$ cat config.mk
export PLATFORM = sky130hd
export DESIGN_NAME = sql_byte_tokenizer_core
export DESIGN_NICKNAME = d
export VERILOG_FILES = /design/src/design/sbt_pkg.sv /design/src/design/sql_byte_tokenizer_core.sv
export SDC_FILE = /design/constraint.sdc
export NUM_CORES = 1
export LEC_CHECK = 0
export ABC_AREA = 1
export BUFFER_PORTS_ARGS = -buffer_cell sky130_fd_sc_hd__buf_2
export CAP_MARGIN = 10
export CORE_MARGIN = 3
export CORE_UTILIZATION = 35
export CTS_BUF_LIST = sky130_fd_sc_hd__clkbuf_16
export CTS_CLUSTER_DIAMETER = 150
export DETAILED_ROUTE_END_ITERATION = 7
export SETUP_SLACK_MARGIN = 0.05
export SLEW_MARGIN = 20
export SYNTH_ARGS = -nofsm -noshare
export SYNTH_HDL_FRONTEND = slang
export SYNTH_SLANG_ARGS = --single-unit
export TNS_END_PERCENT = 1
$ cat constraint.sdc
create_clock -name clk -period 10.1 [get_ports clk]
set_input_delay 1.01 -clock clk [delete_from_list [all_inputs] [get_ports clk]]
set_output_delay 1.01 -clock clk [all_outputs]
set_load 0.005 [all_outputs]
$ cat src/design/sbt_pkg.sv
// Package for the SQL byte tokenizer: item structs, event/kind codes,
// scan phase enum and byte classes. No dependencies.
package sbt_pkg;

	localparam int POS_BITS_DEF = 16;
	localparam int START_W      = 16;
	localparam int RES_MAX      = 3;

	localparam logic [7:0] CH_QUOTE  = 8'h27;
	localparam logic [7:0] CH_UNDER  = 8'h5F;
	localparam logic [7:0] CH_STAR   = 8'h2A;
	localparam logic [7:0] CH_COMMA  = 8'h2C;
	localparam logic [7:0] CH_LPAREN = 8'h28;
	localparam logic [7:0] CH_RPAREN = 8'h29;
	localparam logic [7:0] CH_SEMI   = 8'h3B;

	typedef enum logic [2:0] {
		EV_CHAR     = 3'd0,
		EV_COMPLETE = 3'd1,
		EV_END      = 3'd2,
		EV_BADCHAR  = 3'd3,
		EV_UNTERM   = 3'd4
	} event_t;

	typedef enum logic [3:0] {
		TK_WORD   = 4'd0,
		TK_NUMBER = 4'd1,
		TK_STRING = 4'd2,
		TK_STAR   = 4'd3,
		TK_COMMA  = 4'd4,
		TK_LPAREN = 4'd5,
		TK_RPAREN = 4'd6,
		TK_SEMI   = 4'd7,
		TK_END    = 4'd8
	} kind_t;

	typedef enum logic [1:0] {
		PH_IDLE  = 2'd0,
		PH_WORD  = 2'd1,
		PH_STR   = 2'd2,
		PH_QUOTE = 2'd3
	} phase_t;

	typedef struct packed {
		logic       mode;
		logic [7:0] text_byte;
	} sbt_in_t;

	typedef struct packed {
		logic [2:0]         event_res;
		logic [3:0]         token_kind;
		logic [7:0]         char_value;
		logic [START_W-1:0] token_start;
		logic               last_of_run;
	} sbt_out_t;

	function automatic logic is_space(input logic [7:0] b);
		return (b == 8'h20) || (b >= 8'h09 && b <= 8'h0D);
	endfunction

	function automatic logic is_digit(input logic [7:0] b);
		return (b >= 8'h30) && (b <= 8'h39);
	endfunction

	function automatic logic is_word(input logic [7:0] b);
		return is_digit(b) || (b >= 8'h61 && b <= 8'h7A) || (b >= 8'h41 && b <= 8'h5A)
			|| (b == CH_UNDER);
	endfunction

	function automatic sbt_out_t make_res(input event_t ev, input kind_t kind,
		input logic [7:0] ch, input logic [START_W-1:0] start);
		sbt_out_t r;
		r.event_res   = ev;
		r.token_kind  = kind;
		r.char_value  = ch;
		r.token_start = start;
		r.last_of_run = 1'b0;
		return r;
	endfunction

endpackage

$ cat src/design/sql_byte_tokenizer_core.sv
// Streaming SQL tokenizer top level: input stage, lexer state, result buffer.
// Depends on sbt_pkg.
//
//  channel | signals                     | payload
//  --------+-----------------------------+------------------------------
//  in      | in_valid / in_ready         | in_data  (sbt_in_t)
//  out     | out_valid / out_ready       | out_data (sbt_out_t)
//
// An item is registered, then lexed into up to three results held in a small buffer;
// results leave at one per cycle while out_ready is high. Items giving zero or one
// result flow at one per cycle under that condition; an item giving more occupies the
// output until its last result leaves. Results come from the buffer register, after the input stage.
// Reset clears the input stage, lexer state and buffer count.
// out_ready low holds the buffer; in_ready drops once the input stage is full and the
// buffer cannot take its results.
module sql_byte_tokenizer_core #(
	parameter int POSITION_BITS = sbt_pkg::POS_BITS_DEF
) (
	input  logic              clk,
	input  logic              arst_n,
	input  logic              in_valid,
	output logic              in_ready,
	input  sbt_pkg::sbt_in_t  in_data,
	output logic              out_valid,
	input  logic              out_ready,
	output sbt_pkg::sbt_out_t out_data
);
	import sbt_pkg::*;

	logic                     valid_s1;
	sbt_in_t                  item_s1;

	phase_t                   phase_q, phase_c;
	kind_t                    open_kind_q, open_kind_c;
	logic [START_W-1:0]       open_start_q, open_start_c;
	logic [POSITION_BITS-1:0] pos_q, pos_c;
	logic                     stop_q, stop_c;

	sbt_out_t                 res_q [RES_MAX];
	sbt_out_t                 res_c [RES_MAX];
	logic [1:0]               res_cnt_q, res_cnt_c;
	logic [1:0]               res_rd_q;

	logic                     drain_last, proc;
	logic [START_W-1:0]       p16;
	logic [7:0]               b;
	logic                     do_between;
	kind_t                    single_kind;
	logic                     is_single;

	assign out_valid  = (res_cnt_q != 2'd0);
	assign out_data   = res_q[res_rd_q];
	assign drain_last = out_valid && out_ready && ((res_rd_q + 2'd1) == res_cnt_q);
	assign proc       = valid_s1 && ((res_cnt_q == 2'd0) || drain_last);
	assign in_ready   = !valid_s1 || proc;

	assign p16 = START_W'(pos_q);
	assign b   = item_s1.text_byte;

	always_comb begin
		is_single   = 1'b1;
		single_kind = TK_STAR;
		case (b)
			CH_STAR:   single_kind = TK_STAR;
			CH_COMMA:  single_kind = TK_COMMA;
			CH_LPAREN: single_kind = TK_LPAREN;
			CH_RPAREN: single_kind = TK_RPAREN;
			CH_SEMI:   single_kind = TK_SEMI;
			default:   is_single = 1'b0;
		endcase
	end

	// Lexer step: results are appended in order, completion of an open token first.
	always_comb begin
		phase_c      = phase_q;
		open_kind_c  = open_kind_q;
		open_start_c = open_start_q;
		pos_c        = pos_q;
		stop_c       = stop_q;
		res_cnt_c    = 2'd0;
		do_between   = 1'b0;
		for (int i = 0; i < RES_MAX; i++) begin
			res_c[i] = make_res(EV_CHAR, TK_WORD, 8'h00, '0);
		end

		if (item_s1.mode) begin
			if (!stop_q) begin
				if (phase_q == PH_STR) begin
					res_c[res_cnt_c] = make_res(EV_UNTERM, TK_WORD, 8'h00, open_start_q);
					res_cnt_c = res_cnt_c + 2'd1;
				end else begin
					if (phase_q == PH_WORD || phase_q == PH_QUOTE) begin
						res_c[res_cnt_c] = make_res(EV_COMPLETE, open_kind_q, 8'h00,
							open_start_q);
						res_cnt_c = res_cnt_c + 2'd1;
					end
					res_c[res_cnt_c] = make_res(EV_END, TK_END, 8'h00, p16);
					res_cnt_c = res_cnt_c + 2'd1;
				end
			end
			phase_c      = PH_IDLE;
			open_kind_c  = TK_WORD;
			open_start_c = '0;
			pos_c        = '0;
			stop_c       = 1'b0;
		end else if (!stop_q) begin
			case (phase_q)
				PH_WORD: begin
					if (is_word(b)) begin
						res_c[res_cnt_c] = make_res(EV_CHAR, open_kind_q, b, open_start_q);
						res_cnt_c = res_cnt_c + 2'd1;
					end else begin
						res_c[res_cnt_c] = make_res(EV_COMPLETE, open_kind_q, 8'h00,
							open_start_q);
						res_cnt_c = res_cnt_c + 2'd1;
						do_between = 1'b1;
					end
				end
				PH_STR: begin
					if (b == CH_QUOTE) begin
						phase_c = PH_QUOTE;
					end else begin
						res_c[res_cnt_c] = make_res(EV_CHAR, TK_STRING, b, open_start_q);
						res_cnt_c = res_cnt_c + 2'd1;
					end
				end
				PH_QUOTE: begin
					// doubled quote is one literal quote
					if (b == CH_QUOTE) begin
						res_c[res_cnt_c] = make_res(EV_CHAR, TK_STRING, b, open_start_q);
						res_cnt_c = res_cnt_c + 2'd1;
						phase_c = PH_STR;
					end else begin
						res_c[res_cnt_c] = make_res(EV_COMPLETE, TK_STRING, 8'h00,
							open_start_q);
						res_cnt_c = res_cnt_c + 2'd1;
						do_between = 1'b1;
					end
				end
				default: do_between = 1'b1;
			endcase

			if (do_between) begin
				phase_c = PH_IDLE;
				if (is_space(b)) begin
					phase_c = PH_IDLE;
				end else if (is_word(b)) begin
					open_kind_c  = is_digit(b) ? TK_NUMBER : TK_WORD;
					open_start_c = p16;
					phase_c      = PH_WORD;
					res_c[res_cnt_c] = make_res(EV_CHAR, open_kind_c, b, p16);
					res_cnt_c = res_cnt_c + 2'd1;
				end else if (b == CH_QUOTE) begin
					open_kind_c  = TK_STRING;
					open_start_c = p16;
					phase_c      = PH_STR;
				end else if (is_single) begin
					res_c[res_cnt_c] = make_res(EV_CHAR, single_kind, b, p16);
					res_cnt_c = res_cnt_c + 2'd1;
					res_c[res_cnt_c] = make_res(EV_COMPLETE, single_kind, 8'h00, p16);
					res_cnt_c = res_cnt_c + 2'd1;
				end else begin
					res_c[res_cnt_c] = make_res(EV_BADCHAR, TK_WORD, b, p16);
					res_cnt_c = res_cnt_c + 2'd1;
					stop_c = 1'b1;
				end
			end

			if (pos_q != {POSITION_BITS{1'b1}}) begin
				pos_c = pos_q + {{(POSITION_BITS-1){1'b0}}, 1'b1};
			end
		end

		if (res_cnt_c != 2'd0) begin
			res_c[res_cnt_c - 2'd1].last_of_run = 1'b1;
		end
	end

	always_ff @(posedge clk or negedge arst_n) begin
		if (!arst_n) begin
			valid_s1 <= 1'b0;
		end else if (in_ready) begin
			valid_s1 <= in_valid;
		end
	end

	always_ff @(posedge clk) begin
		if (in_ready && in_valid) begin
			item_s1 <= in_data;
		end
	end

	always_ff @(posedge clk or negedge arst_n) begin
		if (!arst_n) begin
			phase_q      <= PH_IDLE;
			open_kind_q  <= TK_WORD;
			open_start_q <= '0;
			pos_q        <= '0;
			stop_q       <= 1'b0;
			res_cnt_q    <= 2'd0;
			res_rd_q     <= 2'd0;
		end else if (proc) begin
			phase_q      <= phase_c;
			open_kind_q  <= open_kind_c;
			open_start_q <= open_start_c;
			pos_q        <= pos_c;
			stop_q       <= stop_c;
			res_cnt_q    <= res_cnt_c;
			res_rd_q     <= 2'd0;
		end else if (out_valid && out_ready) begin
			if (drain_last) begin
				res_cnt_q <= 2'd0;
				res_rd_q  <= 2'd0;
			end else begin
				res_rd_q <= res_rd_q + 2'd1;
			end
		end
	end

	always_ff @(posedge clk) begin
		if (proc) begin
			for (int i = 0; i < RES_MAX; i++) begin
				res_q[i] <= res_c[i];
			end
		end
	end

`ifndef SYNTHESIS
	a_rd_in_range: assert property (@(posedge clk) disable iff (!arst_n)
		out_valid |-> (res_rd_q < res_cnt_q))
		else $error("result read pointer past buffer count");

	a_last_flag: assert property (@(posedge clk) disable iff (!arst_n)
		out_valid |-> (out_data.last_of_run == ((res_rd_q + 2'd1) == res_cnt_q)))
		else $error("last_of_run does not mark the final buffered result");

	a_stopped_silent: assert property (@(posedge clk) disable iff (!arst_n)
		(proc && !item_s1.mode && stop_q) |=> (res_cnt_q == 2'd0))
		else $error("text item produced results while stopped on error");

	a_pos_monotonic: assert property (@(posedge clk) disable iff (!arst_n)
		(proc && !item_s1.mode) |=> (pos_q >= $past(pos_q)))
		else $error("byte position moved backward on a text item");
`endif

endmodule
==> results of run 1 <==
## registers in the layout, summed over array words and instances (netlist names)
name          count
open_kind_q       2
stop_q            1
phase_q           2
res_cnt_q         2
res_rd_q          2
b                 8
p16              16
valid_s1          1
res_q            84
item_s1           1
open_start_q     16
## cell type report
type	instances	area, um2
multi-input combinational	611	2980
timing repair buffer	50	263
inverter	66	256
fill	2012	12100
clock buffer	17	425
sequential	135	3840
clock inverter	15	139
tap	270	338
## metal layers
layer | vias to the layer above | track usage | part of all wire
met5 | - | 0 | 0
met4 | 0 | 0.0531 | 0.013
met3 | 22 | 0.0370 | 0.068
met2 | 198 | 0.258 | 0.44
met1 | 2820 | 0.261 | 0.48
li1 | 2935 | - | -
## Yosys cell counts, types with 2 or more instances
| master | count |
|---|---|
| ha_1 | 4 |
| xor2_1 | 9 |
| nor2_1 | 90 |
| inv_2 | 11 |
| nor2_8 | 2 |
| buf_6 | 3 |
| inv_1 | 51 |
| nor2_4 | 10 |
| o22ai_1 | 3 |
| a21oi_2 | 2 |
| o211ai_1 | 5 |
| nand2_4 | 4 |
| nand2_2 | 6 |
| nor3_1 | 12 |
| nand3_1 | 60 |
| nor4_1 | 4 |
| buf_2 | 12 |
| clkbuf_1 | 21 |
| inv_4 | 3 |
| buf_1 | 3 |
| edfxtp_1 | 93 |
| nand4_1 | 16 |
| o21ai_1 | 18 |
| nor2_2 | 8 |
| a21oi_1 | 81 |
| a22oi_1 | 2 |
| dfrtp_1 | 42 |
| nand3_4 | 3 |
| nand2_1 | 219 |
| o21ai_0 | 49 |
## cell families after synthesis
family,share of synthesized area
flops,0.527
buf+inv,0.0640
fa+ha+maj,0.00687
xor+xnor,0.0108
simple gates,0.274
compound gates,0.117
## critical path, stage by stage, from the launching register on
cell and delay [ns]:
dfrtp_1 0.91, inv_2 0.48, nand2_1 0.16, nand2_1 0.08, xor2_1 0.13, nand3_1 0.16
nand2_1 0.12, nand2_2 0.14, clkinv_2 0.40, buf_4 0.69, nand2_1 0.15, nor2_1 0.19
nand3_1 0.08, nand2_1 0.09
## power breakdown
| part | internal [W] | switching [W] | total, W |
|---|---|---|---|
| combinational | 0.000259 | 0.000626 | 0.000885 |
| clock | 0.000359 | 0.000235 | 0.000594 |
| sequential | 0.000868 | 0.000125 | 0.000993 |
| total | 0.00149 | 0.000987 | 0.00247 |
## cells in the final DEF (no fill, tap or decap), drive strengths merged, types with 10 or more instances in the layout
master and count:
a21oi 84, nand2 229, buf 50, clkinv 10, edfxtp 93, dfrtp 42, nand4 16, o21ai 67
nand3 63, inv 67, clkbuf 17, nor2 110, nor3 12
## path summary, 6_finish.rpt
| path | end | slack [ns] | depth (start not counted) |
|---|---|---|---|
| worst max-delay path | phase_q[0]$_DFFE_PN0P_ | 6.19 | 13 |
| worst min-delay path | open_start_q[11]$_DFFE_PN0P_ | 0.51 | 2 |
| worst max register to register | phase_q[0]$_DFFE_PN0P_ | 6.19 | 13 |
| worst min register to register | open_start_q[11]$_DFFE_PN0P_ | 0.51 | 2 |
| max in group asynchronous | phase_q[1]$_DFFE_PN0P_ | 9.09 | 1 |
| min in group asynchronous | res_rd_q[0]$_DFFE_PN0P_ | 0.60 | 1 |
## through the flow
step	power [W]	utilization	setup slack, ns	hold WS (ns)	cell area, um2
after floorplan	0.00158	-	6.33	0.459	7290
after global placement	0.00188	0.377	6.26	0.487	7680
after detailed placement	0.00189	0.377	6.16	0.496	7680
after CTS	0.00249	0.405	6.16	0.510	8250
after global routing	0.00265	0.405	5.67	0.548	8250
final	0.00247	0.405	6.19	0.510	8250
==> results by group, run 1 <==
Finish
  • Fin cells: around 1200
  • Layout cell share with drive strength beyond 1: 0.147
  • ANT cells: 0
  • Area grow syn2layout: 13.2%
  • Nets: 898

Route
  • DR vias: around 6000
  • DR iter-0 viols: 611
  • # DRC: 0
  • WL per Instance: 16.4 um
  • Via/cell ratio: 5.13
  • Router iterations before antenna repair: 5
  • Final wirelength: 19.1 mm
  • Antenna viol nets, final: 0

Critical path
  • Critical path data required time: 10.46 ns
  • CP Launch Type: flip-flop
  • Crit path kind: flip-flop to flip-flop
  • Crit. End Element: flip-flop
  • CP max FO: 60
  • Reg-to-Reg Start: res_rd_q[1]$_DFFE_PN0P_
  • Crit path launch: res_rd_q[1]$_DFFE_PN0P_
  • Crit path arrival time: 4.27 ns

Outcome
  • Status: complete, no violations

STA
  • Slew @ Worst Pin: 1.01 ns
  • Final Max Slew Viols: 0
  • Fmax: 0.255 GHz
  • Final Cycle Share: 0.388
  • Post-route minimum period: 3.91 ns
  • Final hold vios: 0
  • Endpoints failing setup: 0
  • Sum Neg Setup Slack: 0 ns
  • RSZ-0062 raised after global routing: no
  • Clock Skew: approximately 0.0049 ns
  • Slew HR: 0.325

Die
  • Die Width: between 150 and 200 um
  • Initial cell density of the core: 0.358
  • Total die area: 22600 um2
  • Core area: 20400 um2
  • Die Y: around 150 um
  • # IOs: between 40 and 50
  • Row count: 52

Power
  • PwrDens: approximately 300 nW/um2
  • Worst VDD drop: 0.000142 V
  • Leakage Power: around 3.5 nW

Place
  • Placed insts: 1132
  • Hpwl dp: 12.6 mm
  • Routability congestion estimate: 0.877
  • IO buf count: 46

Clock tree
  • Sink Count: 135
  • Post_cts resized: 0
  • Post-CTS Setup Bufs: 0
  • CTS tree: done
  • Root buf cell: clkbuf_16
  • Longest Clk Path Bufs: 2
  • Reg clk slew, reported paths: 0.06 ns
  • Hold Buf Count CTS: 0
  • Insertion delay to the later sink of the worst-skew pair: around 0.42 ns
  • H-tree depth: 4
  • Cts bufs inserted: 17

GRT
  • Vias in the first global route: approximately 5600
  • Total global-route track usage: 0.176
  • Initial antenna violation count: 0
  • Gr ovfl total: 0
  • Largest net degree at the start of global routing: approximately 60
  • First-pass GRT wire length: 31.0 mm

Yosys
  • Flops & latches, synth: 135
  • Post-synthesis sequential area ratio: 0.527
  • Synth Warn #: 0
  • Cell type with the largest total area after synthesis: edfxtp_1
  • Area share of the largest cell type after synthesis: 0.383
  • Count of different cell masters after synthesis: 37
  • Top FF cell, synth: edfxtp_1
  • Cell Area, Synth: 7290 um2
  • Dominant cells by area after synthesis: edfxtp_1 38%, dfrtp_1 14%, nand2_1 11%
  • Async S/R FF share, synth: 0.311
  • Synth Instances: 853
  • Syn_nets: 870
  • Syn Area/Cell: 8.54 um2
  • Post-synth EDFFs: 93

Run
  • # Max-Cap Violations: 0

Min path
  • Tightest Hold Check Type: flip-flop to flip-flop
  • Hold Path Origin: open_start_q[11]$_DFFE_PN0P_
(Power assumes the default switching activity.)
==> inputs of run 2 (changes only) <==
==> constraint.sdc (replaced) <==
create_clock -name clk -period 3.15 [get_ports clk]
set_input_delay 0.315 -clock clk [delete_from_list [all_inputs] [get_ports clk]]
set_output_delay 0.315 -clock clk [all_outputs]
set_load 0.005 [all_outputs]
==> run 2 against run 1 <==
  * Non-clock buffer count grew 15
  * Critical endpoint is now res_q[1][0]$_SDFFCE_PN0P_
  * Sequential cell count is the same
  * Global-route usage shrank 0.59 points
  * Hold slack lost 0.44 ns
==> results by group, run 2 (same netlist as run 1, synthesis figures left out) <==
Clock tree
  • Longest Clk Path Bufs: 2 (unchanged)
  • CTS tree: done (unchanged)
  • Root buf cell: clkbuf_16 (unchanged)
  • H-tree depth: 4 (unchanged)
  • Sink Count: 135 (unchanged)
  • Reg clk slew, reported paths: 0.06 ns (about the same)
  • Cts bufs inserted: 17 (unchanged)
  • Post-CTS Setup Bufs: 0 (unchanged)
  • Insertion delay to the later sink of the worst-skew pair: 0.42 ns (about the same)

Route
  • Via/cell ratio: 5.07 (was 5.13)
  • # DRC: 0 (unchanged)
  • Router iterations before antenna repair: 5 (unchanged)
  • DR iter-0 viols: 415 (was 611)
  • DR vias: 5973 (was 5975)
  • WL per Instance: 15.8 um (was 16.4 um)
  • Antenna viol nets, final: 0 (unchanged)
  • Final wirelength: 18.7 mm (was 19.1 mm)

Place
  • Dpl cell area: 7800 um2 (was 7680 um2)
  • IO buf count: 46 (unchanged)
  • Routability congestion estimate: 0.928 (was 0.877)
  • Hpwl dp: 12.8 mm (was 12.6 mm)
  • Setup WS pre-CTS: 0.655 ns (was 6.16 ns)
  • Placed insts: 1146 (was 1132)

Critical path
  • Crit path launch: b[4]$_DFFE_PP_ (was res_rd_q[1]$_DFFE_PN0P_)
  • CP Launch Type: flip-flop (unchanged)
  • Crit path kind: flip-flop to flip-flop (unchanged)
  • R2r worst-path depth: 13 (unchanged)
  • Crit. End Element: flip-flop (unchanged)
  • Reg-to-Reg Start: b[4]$_DFFE_PP_ (was res_rd_q[1]$_DFFE_PN0P_)
  • Crit path arrival time: 2.75 ns (was 4.27 ns)
  • CP max FO: 7 (was 60)
  • Critical path data required time: 3.32 ns (was 10.46 ns)

Finish
  • Nets: 913 (was 898)
  • Layout cell share with drive strength beyond 1: 0.165 (was 0.147)
  • Biggest register: res_q (unchanged)
  • Most common cell after layout, fill and taps aside: nand2_1 (unchanged)
  • Fin cells: 1179 (was 1164)
  • Commonest non-fill, non-tap cells in the layout: 219 x nand2_1, 93 x edfxtp_1, 88 x nor2_1 (unchanged)
  • Final Cell Area: 8410 um2 (was 8250 um2)
  • ANT cells: 0 (unchanged)
  • Area grow syn2layout: 15.4% (was 13.2%)
  • Max reg flops: 84 (unchanged)
  • Final core area utilization: 0.413 (was 0.405)

STA
  • Slew @ Worst Pin: 0.595 ns (was 1.01 ns)
  • Final Cycle Share: 0.819 (was 0.388)
  • Final hold vios: 0 (unchanged)
  • Final Max Slew Viols: 0 (unchanged)
  • RSZ-0062 raised after global routing: no (unchanged)
  • Fmax: 0.387 GHz (was 0.255 GHz)
  • Final WS setup: 0.569 ns (was 6.19 ns)
  • Clock Skew: 0.00974 ns (was 0.00492 ns)
  • Sum Neg Setup Slack: 0 ns (unchanged)
  • Post-route minimum period: 2.58 ns (was 3.91 ns)
  • Endpoints failing setup: 0 (unchanged)
  • Slew HR: 0.603 (was 0.325)

Power
  • Logic pwr share: 0.363 (was 0.358)
  • Leakage Power: 3.57 nW (was 3.48 nW)
  • Int Power: 0.00488 W (was 0.00149 W)
  • Worst VDD drop: 0.000508 V (was 0.000142 V)
  • Register share of total power: 0.390 (was 0.402)
  • Sw Share: 0.396 (was 0.399)
  • P_sw: 0.00320 W (was 0.000987 W)
  • Clock power share: 0.247 (was 0.240)
  • PwrDens: 961 nW/um2 (was 300 nW/um2)

GRT
  • Total global-route track usage: 0.170 (was 0.176)
  • Initial antenna violation count: 0 (unchanged)
  • Gr ovfl total: 0 (unchanged)
  • Largest net degree at the start of global routing: 91 (was 61)
  • Vias in the first global route: 5637 (was 5624)
  • First-pass GRT wire length: 30.2 mm (was 31.0 mm)

Die
  • Initial cell density of the core: 0.358 (unchanged)
  • Row count: 52 (unchanged)
  • Die Width: 150 um (unchanged)
  • Total die area: 22600 um2 (unchanged)
  • Core area: 20400 um2 (unchanged)
  • Die Y: 150 um (unchanged)
  • # IOs: 47 (unchanged)

Min path
  • Tightest Hold Check Type: input pin to flip-flop (was flip-flop to flip-flop)
  • Hold Path Origin: in_data[5] (was open_start_q[11]$_DFFE_PN0P_)
  • Hold Crit Depth: 1 (was 2)

Outcome
  • Status: complete, no violations (unchanged)

Run
  • # Max-Cap Violations: 0 (unchanged)
==> run 2: cell types whose count changed in the layout (fill, tap and decap cells not counted) <==
cell and delta:
buf_12 +1, buf_4 +13, clkinv_1 -3, clkinv_2 -1, clkinv_4 +5, clkinvlp_4 -1, dlygate4sd3_1 +1, inv_1 -2
inv_8 +2
==> run 2: power groups by stage <==
stage | combinational [W] | sequential [W] | clock [W]
after global placement | 0.00291 | 0.00317 | 0
final | 0.00293 | 0.00315 | 0.00199
after floorplan | 0.00198 | 0.00306 | 0
after detailed placement | 0.00294 | 0.00318 | 0
after global routing | 0.00329 | 0.00324 | 0.00210
after CTS | 0.00295 | 0.00315 | 0.00202
==> run 2: repair_timing <==
action,in CTS,in global routing
hold buffers,0,1
gates resized for setup,0,0
endpoints found under the hold margin,0,42
==> run 2: metrics by stage <==
step / hold slack, ns / power (W)
after CTS: 0.0558 / 0.00812
after global placement: 0.476 / 0.00608
after floorplan: 0.0194 / 0.00505
final: 0.0693 / 0.00808
after detailed placement: 0.487 / 0.00612
after global routing: 0.0567 / 0.00863
==> run 2: worst paths after layout <==
| kind | endpoint | slack (ns) |
|---|---|---|
| worst max register to register | res_q[1][0]$_SDFFCE_PN0P_ | 0.57 |
| worst max-delay path | res_q[1][0]$_SDFFCE_PN0P_ | 0.57 |
| max in group asynchronous | p16[12]$_DFFE_PN0P_ | 2.30 |
| worst min-delay path | b[5]$_DFFE_PP_ | 0.07 |
| min in group asynchronous | open_start_q[1]$_DFFE_PN0P_ | 0.45 |
| worst min register to register | open_kind_q[1]$_DFFE_PN0P_ | 0.50 |
==> run 2: metal layers <==
metal  vias up  wire, um  share of wire  track usage
li1       2972         -              -            -
met1      2832      9060           0.49        0.246
met2       143      8340           0.45        0.258
met3        26       990          0.053       0.0295
met4         0       278          0.015       0.0572
met5         -         0              0            0
==> run 2: critical path: stages (launching register included) <==
cell	delay [ns]
edfxtp_1	0.43
inv_1	0.18
nand2_1	0.09
nor2_2	0.18
nand3_1	0.19
nand3_1	0.22
nor2_2	0.12
ha_1	0.33
nand2_1	0.08
nand2_1	0.05
a21oi_1	0.14
nand4_1	0.11
nand3_1	0.15
nor2_1	0.06
==> run 2: final cells by class <==
class                   instances  area [um2]
fillers                      2025       12000
flip-flops and latches        135        3840
multi-input cells             611        2980
clock buffers                  17         425
repair buffers                 65         390
well taps                     270         338
inverters                      66         259
clock inverters                15         171
